## config.mk

```make
export PLATFORM = sky130hd
export DESIGN_NAME = vsch_controller
export DESIGN_NICKNAME = d
export VERILOG_FILES = /design/src/sv/vsch_pkg.sv /design/src/sv/vsch_controller.sv
export VERILOG_INCLUDE_DIRS = /design/src /design/src/sv
export SDC_FILE = /design/constraint.sdc
export NUM_CORES = 1
export LEC_CHECK = 0
export BUFFER_PORTS_ARGS = -buffer_cell sky130_fd_sc_hd__buf_2
export CAP_MARGIN = 30
export CELL_PAD_IN_SITES_DETAIL_PLACEMENT = 0
export CELL_PAD_IN_SITES_GLOBAL_PLACEMENT = 1
export CORE_AREA = 5 5 42 44
export CTS_BUF_LIST = sky130_fd_sc_hd__clkbuf_4
export DETAILED_ROUTE_END_ITERATION = 16
export DIE_AREA = 0 0 47 49
export PLACE_DENSITY = 0.61
export SKIP_LAST_GASP = 1
export SLEW_MARGIN = 20
export SYNTH_ARGS = -nofsm -noshare
export SYNTH_HDL_FRONTEND = slang
export SYNTH_SLANG_ARGS = --single-unit
```

## constraint.sdc

```tcl
create_clock -name clk_i -period 1.6 [get_ports clk_i]
set_clock_uncertainty 0.15 [all_clocks]
set_input_delay 0.08 -clock clk_i [delete_from_list [all_inputs] [get_ports clk_i]]
set_output_delay 0.08 -clock clk_i [all_outputs]
set_load 0.1 [all_outputs]
```

## src/sv/voxel_store_column_height_tracker_unit_defines.svh

```systemverilog
// Assertion macros for the RTL of the voxel store height tracker.
`ifndef VOXEL_STORE_COLUMN_HEIGHT_TRACKER_UNIT_DEFINES_SVH
`define VOXEL_STORE_COLUMN_HEIGHT_TRACKER_UNIT_DEFINES_SVH

// Same-cycle implication, checked outside reset.
`define VSCH_ASSERT_SAME(lbl, clk, rstn, ante, cons, msg) \
  lbl: assert property (@(posedge clk) disable iff (!rstn) (ante) |-> (cons)) \
    else $error(msg);

// Next-cycle implication, checked outside reset.
`define VSCH_ASSERT_NEXT(lbl, clk, rstn, ante, cons, msg) \
  lbl: assert property (@(posedge clk) disable iff (!rstn) (ante) |=> (cons)) \
    else $error(msg);

`endif

```

## src/sv/vsch_pkg.sv

```systemverilog
package vsch_pkg;

  // Fixed widths of the channel fields.
  localparam int POS_W    = 4;
  localparam int KIND_W   = 8;
  localparam int HEIGHT_W = 4;
  localparam int FACE_W   = 6;

  // Default geometry of the store.
  localparam int EDGE_DEF      = 16;
  localparam int KIND_BITS_DEF = 8;

  // Commands from the sequencer to the datapath.
  typedef struct packed {
    logic clear;     // clearing pass, one cell per cycle
    logic load;      // input transfer, latch the item
    logic decide;    // column top read back, write the cell
    logic scan;      // one step of the downward scan
    logic out_load;  // move the result into the output register
  } cmd_t;

  // Status from the datapath to the sequencer.
  typedef struct packed {
    logic clear_last;  // last cell of the clearing pass
    logic need_scan;   // top cell above the floor turned to air, a scan must follow
    logic scan_done;   // scan found a solid cell or reached the floor
  } sts_t;

endpackage

```

## src/sv/vsch_controller.sv

```systemverilog
`include "voxel_store_column_height_tracker_unit_defines.svh"

// Sequencer: clearing pass, item lookup, downward scan and result hand-off.
module vsch_controller (
  input  logic           clk_i,
  input  logic           rst_ni,
  input  logic           in_valid_i,
  output logic           in_ready_o,
  output logic           out_valid_o,
  input  logic           out_ready_i,
  input  vsch_pkg::sts_t sts_i,
  output vsch_pkg::cmd_t cmd_o
);
  import vsch_pkg::*;

  typedef enum logic [2:0] {
    ST_CLEAR,
    ST_IDLE,
    ST_LOOKUP,
    ST_SCAN,
    ST_RESP
  } state_e;

  state_e state_q, state_d;
  logic   out_valid_q, out_valid_d;
  logic   slot_free;

  assign slot_free = !out_valid_q || out_ready_i;

  // Commands follow the state; the item is taken only when idle.
  always_comb begin
    cmd_o          = '0;
    state_d        = state_q;
    cmd_o.clear    = (state_q == ST_CLEAR);
    cmd_o.load     = (state_q == ST_IDLE) && in_valid_i;
    cmd_o.decide   = (state_q == ST_LOOKUP);
    cmd_o.scan     = (state_q == ST_SCAN);
    cmd_o.out_load = (state_q == ST_RESP) && slot_free;
    unique case (state_q)
      ST_CLEAR: begin
        if (sts_i.clear_last) begin
          state_d = ST_IDLE;
        end
      end
      ST_IDLE: begin
        if (in_valid_i) begin
          state_d = ST_LOOKUP;
        end
      end
      ST_LOOKUP: begin
        state_d = sts_i.need_scan ? ST_SCAN : ST_RESP;
      end
      ST_SCAN: begin
        if (sts_i.scan_done) begin
          state_d = ST_RESP;
        end
      end
      ST_RESP: begin
        if (slot_free) begin
          state_d = ST_IDLE;
        end
      end
      default: begin
        state_d = ST_CLEAR;
      end
    endcase
  end

  // The output slot fills on a result and empties on a transfer.
  always_comb begin
    if (cmd_o.out_load) begin
      out_valid_d = 1'b1;
    end else if (out_ready_i) begin
      out_valid_d = 1'b0;
    end else begin
      out_valid_d = out_valid_q;
    end
  end

  always_ff @(posedge clk_i or negedge rst_ni) begin
    if (!rst_ni) begin
      state_q     <= ST_CLEAR;
      out_valid_q <= 1'b0;
    end else begin
      state_q     <= state_d;
      out_valid_q <= out_valid_d;
    end
  end

  assign in_ready_o  = (state_q == ST_IDLE);
  assign out_valid_o = out_valid_q;

  `VSCH_ASSERT_NEXT(a_accept_to_lookup, clk_i, rst_ni,
                    in_valid_i && in_ready_o, state_q == ST_LOOKUP, "transfer did not start a lookup")
  `VSCH_ASSERT_NEXT(a_scan_holds, clk_i, rst_ni,
                    state_q == ST_SCAN && !sts_i.scan_done, state_q == ST_SCAN, "scan left early")
  `VSCH_ASSERT_NEXT(a_result_posted, clk_i, rst_ni,
                    cmd_o.out_load, out_valid_q && state_q == ST_IDLE, "result not posted")
  `VSCH_ASSERT_SAME(a_cmd_exclusive, clk_i, rst_ni, 1'b1,
                    $onehot0({cmd_o.clear, cmd_o.load, cmd_o.decide, cmd_o.scan, cmd_o.out_load}),
                    "overlapping datapath commands")
endmodule

```

# Word level (Yosys, flattened, before mapping)
# Cells that the tools add are included.
# Widths: inputs -> output; s select.
# totals
reg_bits	4
inputBits	7
out_inout_bits	7
word_cells	25
# classes
n_eq_ne	8
mux	8
n_reduce_logical	7
# op_table
op	count
$mux 3	5
$pmux 3 s5	1
$ne 2x2->1 const B	4
$eq 3x2->1 const B	2
$reduce_and 4->1	1
$eq 3x1->1 const B	1
$eq 3x3->1 const B	1
$logic_not 3->1	1
$logic_and 1x1->1	2
$mux 1	2
$reduce_bool 2->1	1
$logic_not 1->1	1
$logic_or 1x1->1	1

# Depth between registers and ports, before layout
# Gate-level depths: netlist of run 1.
# logic_depth
word_depth	4
mapped_depth	5
ltp_nobuf	3

# Worst setup path before layout of run 1
# Ideal clock, no wire load.
# synth_timing
path_type	register to output
from	reg state_q[0]
to	out cmd_o[4] (netlist name)
t_arrival_ns	2.559
t_required_ns	1.370
path_slack_ns	-1.189
path_stages_with_launch	3
n_path_buf	1
cell_sequence	dfrtp_1 buf_2 nor3_1
# synth_lines
item	line	text
start, declared	vsch_controller.sv:24	state_e state_q, state_d;
start signal, assigned	vsch_controller.sv:85	state_q <= state_d;
end, declared	vsch_controller.sv:12	output vsch_pkg::cmd_t cmd_o

==> results of run 1 <==
[cells in the mapped netlist]
library cell,number
dfrtp_1,4
o21ai_0,1
buf_4,1
nor3_1,3
o22ai_1,1
nand2_1,4
nor2_1,7
a21oi_1,2
nand2b_1,5
a21bo_1,1
o2bb2ai_1,1
nand3b_1,1
buf_6,1
nor2b_4,1
nor2b_1,1
inv_1,1
buf_2,1
[routing by layer]
| metal | routed length, um | track usage (%) | up-vias |
|---|---|---|---|
| li1 | - | - | 152 |
| met1 | 300 | 9.35 | 126 |
| met2 | 348 | 10.2 | 9 |
| met3 | 55 | 5.90 | 2 |
| met4 | 9 | 4.15 | 0 |
| met5 | 0 | 0 | - |
[critical path, delay by kind of cell, from the launching register on]
| kind | cells | cell delay, ns |
|---|---|---|
| AND/OR/NAND/NOR | 2 | 0.40 |
| flip-flops | 1 | 0.45 |
| buffers and inverters | 1 | 0.19 |
[worst max-delay path by stage]
stage,startpoint,to,slack [ns]
global placement,state_q[1],cmd_o[0],0.24
detailed placement,state_q[1],cmd_o[0],0.24
floorplan,state_q[2],cmd_o[3],-0.12
global route,state_q[1],cmd_o[0],0.004
CTS,state_q[2],cmd_o[3],0.03
finish,state_q[2],cmd_o[3],0.09
[layout make-up]
cell class                 instances  area share, %
tap                               16           3.84
inverter                           1          0.719
clock buffer                       4           5.76
timing repair buffer              16           35.0
sequential                         4           19.9
multi-input combinational         28           34.8
[repair_timing]
| action | 4_1_cts | 5_1_grt |
|---|---|---|
| hold buffers | 2 | 0 |
| endpoints found under the setup margin | 1 | 4 |
| gates resized for setup | 1 | 3 |
| gates cloned | 0 | 0 |
| hold endpoints to repair | 5 | 0 |
[per-stage QoR]
| step | TNS, ns | hold slack (ns) | cells |
|---|---|---|---|
| final | 0 | 0.0102 | 69 |
| after global routing | 0 | 0.0262 | 69 |
| after CTS | 0 | 0.00337 | 69 |
| after detailed placement | 0 | -0.262 | 63 |
| after global placement | 0 | -0.263 | 63 |
| after floorplan | -0.337 | -0.366 | 36 |
[logic make-up after synthesis]
| kind of cell | after synthesis |
|---|---|
| AOI/OAI and AO/OA | 6 |
| DFF | 4 |
| buffers and inverters | 4 |
| and+or+nand+nor | 22 |
[state kept, by name, summed over array words and instances (netlist names)]
| register | count |
|---|---|
| state_q | 3 |
| out_valid_o | 1 |
==> reports/qor.yml, run 1 <==
run_status:
  outcome: "finished, final reports clean"
detailed_routing:
  vias: 289
  wire_per_inst_um: 10.3
  via_per_inst: 4.19
  ant_nets: 0
  drt_first_pass_iters: 4
  wl_um: 713
  drt_iter0_markers: 4
  drc: 0
worst_setup_path:
  cp_slowest_stage_delay_ns: 0.45
  ff2ff_setup_slack_ns: 0.36
  crit_fanout: 7
  slowest_stage: "dfrtp_2"
  rr_worst_depth: 3
  cp_cell_sequence: "nand2b_2, nor2_2, buf_12"
  cp-end-kind: "output port"
  timing_worst_setup_path_type: "reg -> out"
  r2r_start: "state_q[1]"
  worst_ep_arrival_time_ns: 1.28
  r2r_end: "state_q[1]"
  worstSetupStartpointType: "flip-flop"
  worstPathRequired_ns: 1.37
layout:
  num-fill-cells: 150
  num_antenna_cells: 0
  multi_input_area_um2: 181
  final_common_cell: "buf_2"
  mostFrequentLayoutCells: "7 x buf_2, 6 x buf_12, 5 x nor2_2"
  fin_area_um2: 522
  post-route-util_pct: 37.2
  syn_to_final_growth_pct: 84.5
  layout-drive-gt1-share_pct: 54.7
  nets: 61
  seqCellArea_um2: 104
synthesis:
  synth_compound_area_share_pct: 14.2
  synthesis.nets: 43
  synth_top_cell_by_area: "dfrtp_1"
  yosysUniqueCellTypes: 17
  synth-xor-area-share_pct: 0
  synth_area_leaders: "dfrtp_1 35%, nand2b_1 11%, nor2_1 9.3%, nor3_1 5.3%, nand2_1 5.3%"
  yosysSeqAreaShare_pct: 35.4
  synthAdderAreaFrac_pct: 0
  ys_ff_latch: 4
  synth_top_family_by_area: "simple AND/OR/NAND/NOR gates"
  synth_warnings: 0
  muxShareOfSynthArea_pct: 0
  synth_simple_gate_area_share_pct: 40.7
  syn_avg_cell_area_um2: 7.85
  syn_inst: 36
  synth_area_um2: 283
  synth_top_area_share_pct: 35.4
timing:
  final_max_slew_viol_count: 0
  clock.fmax_mhz: 661
  setup_viol: 0
  worst_pin_slew_ns: 0.485
  period_needed_ns: 1.51
  hold_violations: 0
  period_share_pct: 94.5
  slew_headroom_pct: 67.9
  fin_ws_ns: 0.0872
  rsz0062_at_grt: "false"
worst_hold_path:
  whs_path_depth: 3
  hold_path.class: "in -> reg"
  hold_end: "state_q[1]"
  holdCritStartpoint: "sts_i[1]"
clock_network:
  cts_made_buffers: 3
  cts_tree: "yes"
  clk_latency_ns: 0.24
  root_buffer: "clkbuf_4"
  cts.sinks: 4
  cts_max_path_buffers: 2
  cts.clk_slew.worst_paths_ns: 0.04
  h-tree-depth: 1
  cts_setup_buffers: 0
grt:
  antenna_found_initial: 0
  grt_overflow: 0
  grt_pass1_wl_um: 1270
  grt_max_degree: 13
  grt_pass1_vias: 293
  track_usage_pct: 7.92
run:
  drv_cap: 0
floorplan:
  row_count: 14
  die_height_um: 49
  ios: 14
  start_util_pct: 20.2
  dieArea_um2: 2300
  core_region_area_um2: 1400
  die_w_um: 47
place:
  dpl_cell_area_um2: 464
  dpl_worst_slack_ns: 0.244
  gp_congestion: 0.696
  dp_hpwl_um: 519
  port_buffers: 13
Power of run 1 is not shown: default switching activity piles up to over one toggle a cycle in this logic, so the estimate is an artifact.
==> inputs of run 2 (changes only) <==
Settings changed: RECOVER_POWER set to 25.
==> run 2 against run 1 <==
  * Setup slack stayed put
  * Critical path type unchanged
  * Flip-flop and latch count stayed put
  * Via count is the same
  * Maximum frequency unchanged
  * Clock-buffer cell count stayed put
  * Non-clock buffer count unchanged
  * First-iteration DRC count unchanged
==> reports/qor.yml, run 2 (synthesis gave the netlist of run 1 again) <==
clock_network:
  cts.clk_slew.worst_paths_ns: 0.04  # about the same
  cts_made_buffers: 3  # unchanged
  root_buffer: "clkbuf_4"
  cts_max_path_buffers: 2  # unchanged
  clk_latency_ns: 0.24  # about the same
  cts.sinks: 4  # unchanged
  cts_setup_buffers: 0  # unchanged
  h-tree-depth: 1  # unchanged
  cts_tree: "yes"
worst_setup_path:
  critical_path.endpoint: "cmd_o[3]"
  rr_worst_depth: 3  # unchanged
  crit_path_start: "state_q[2]"
  timing_worst_setup_path_type: "reg -> out"
  worst_ep_arrival_time_ns: 1.28  # about the same
  cp-end-kind: "output port"
  crit_fanout: 7  # unchanged
  ff2ff_setup_slack_ns: 0.36  # about the same
  worstPathRequired_ns: 1.37  # about the same
  r2r_end: "state_q[1]"
  r2r_start: "state_q[1]"
  worstSetupStartpointType: "flip-flop"
grt:
  grt_pass1_vias: 293  # unchanged
  grt_overflow: 0  # unchanged
  antenna_found_initial: 0  # unchanged
  track_usage_pct: 7.92  # unchanged
  grt_max_degree: 13  # unchanged
  grt_pass1_wl_um: 1270  # unchanged
floorplan:
  die_height_um: 49  # unchanged
  ios: 14  # unchanged
  row_count: 14  # unchanged
  die_w_um: 47  # unchanged
  dieArea_um2: 2300  # unchanged
  start_util_pct: 20.2  # unchanged
  core_region_area_um2: 1400  # unchanged
layout:
  mostFrequentLayoutCells: "6 x buf_2, 6 x buf_12, 5 x nor2_2"
  num_antenna_cells: 0  # unchanged
  nets: 61  # unchanged
  largest_reg_flops: 3  # unchanged
  layout-drive-gt1-share_pct: 52.8  # -1.9 points
  final_cells: 69  # unchanged
  fin_area_um2: 520  # -0.24%
  syn_to_final_growth_pct: 84.1
  top_register: "state_q"
  num-fill-cells: 150  # unchanged
place:
  port_buffers: 13  # unchanged
  dpl_worst_slack_ns: 0.244  # unchanged
  dpl_cell_area_um2: 464  # unchanged
  gp_congestion: 0.696  # unchanged
  placed_cells: 63  # unchanged
  dp_hpwl_um: 519  # unchanged
timing:
  hold_violations: 0  # unchanged
  fin_tns_setup_ns: 0  # unchanged
  slew_headroom_pct: 67.9  # unchanged
  setup_viol: 0  # unchanged
  worst_pin_slew_ns: 0.485  # unchanged
  period_share_pct: 94.5  # unchanged
  rsz0062_at_grt: "false"
  fin_ws_ns: 0.0872  # unchanged
  clock.fmax_mhz: 661  # unchanged
  final_max_slew_viol_count: 0  # unchanged
  period_needed_ns: 1.51  # unchanged
run_status:
  outcome: "finished, final reports clean"
detailed_routing:
  ant_nets: 0  # unchanged
  vias: 289  # unchanged
  wire_per_inst_um: 10.3  # -0.28%
  drt_iter0_markers: 4  # unchanged
  wl_um: 711  # -0.28%
  via_per_inst: 4.19  # unchanged
  drc: 0  # unchanged
  drt_first_pass_iters: 4  # unchanged
worst_hold_path:
  hold_path.class: "in -> reg"
run:
  drv_cap: 0  # unchanged
## run 2: changes by cell type in the layout (fill, tap and decap cells not counted)
cell and delta:
buf_2 -1, clkbuf_1 +1
## run 2: timing repair
| item | in CTS | in global routing |
|---|---|---|
| resized for setup | 1 | 3 |
| hold buffers | 2 | 0 |
| hold endpoints to repair | 5 | 0 |
| setup endpoints to repair | 1 | 4 |
## run 2: metrics by stage
stage / hold WS (ns) / utilization, %
6_report: 0.0102 / 37.1
3_3_place_gp: -0.263 / 33.1
4_1_cts: 0.00337 / 36.8
5_1_grt: 0.0262 / 37.1
3_5_place_dp: -0.262 / 33.1
2_1_floorplan: -0.366 / -
## run 2: final cells by class
class | instances | area (um^2) | share of cell area (%)
flip-flops and latches | 4 | 104 | 20.0
well taps | 16 | 20.0 | 3.85
repair buffers | 16 | 181 | 34.9
inverters | 1 | 3.75 | 0.721
multi-input cells | 28 | 181 | 34.9
clock buffers | 4 | 30.0 | 5.77
## run 2: per-layer routing
layer / vias to the layer above / track usage (%) / share of wire (%)
met5: - / 0 / 0
met4: 0 / 4.15 / 1.3
met3: 2 / 5.90 / 7.7
met2: 9 / 10.2 / 49
met1: 126 / 9.35 / 42
li1: 152 / - / -
## run 2: how the worst min path moves through the flow
| stage | startpoint | end | cells after the start |
|---|---|---|---|
| 6_report | sts_i[1] | state_q[1] | 3 |
| 5_1_grt | sts_i[1] | state_q[1] | 3 |
| 4_1_cts | sts_i[1] | state_q[1] | 3 |
| 3_5_place_dp | rst_ni | state_q[2] | 1 |
| 3_3_place_gp | rst_ni | state_q[2] | 1 |
| 2_1_floorplan | rst_ni | out_valid_o | 0 |
## run 2: worst max-delay path, stage by stage, from the launching register on
cell and delay (ns):
dfrtp_2 0.45, nand2b_2 0.24, nor2_2 0.16, buf_12 0.19
Power of run 2 is left out for the same reason.
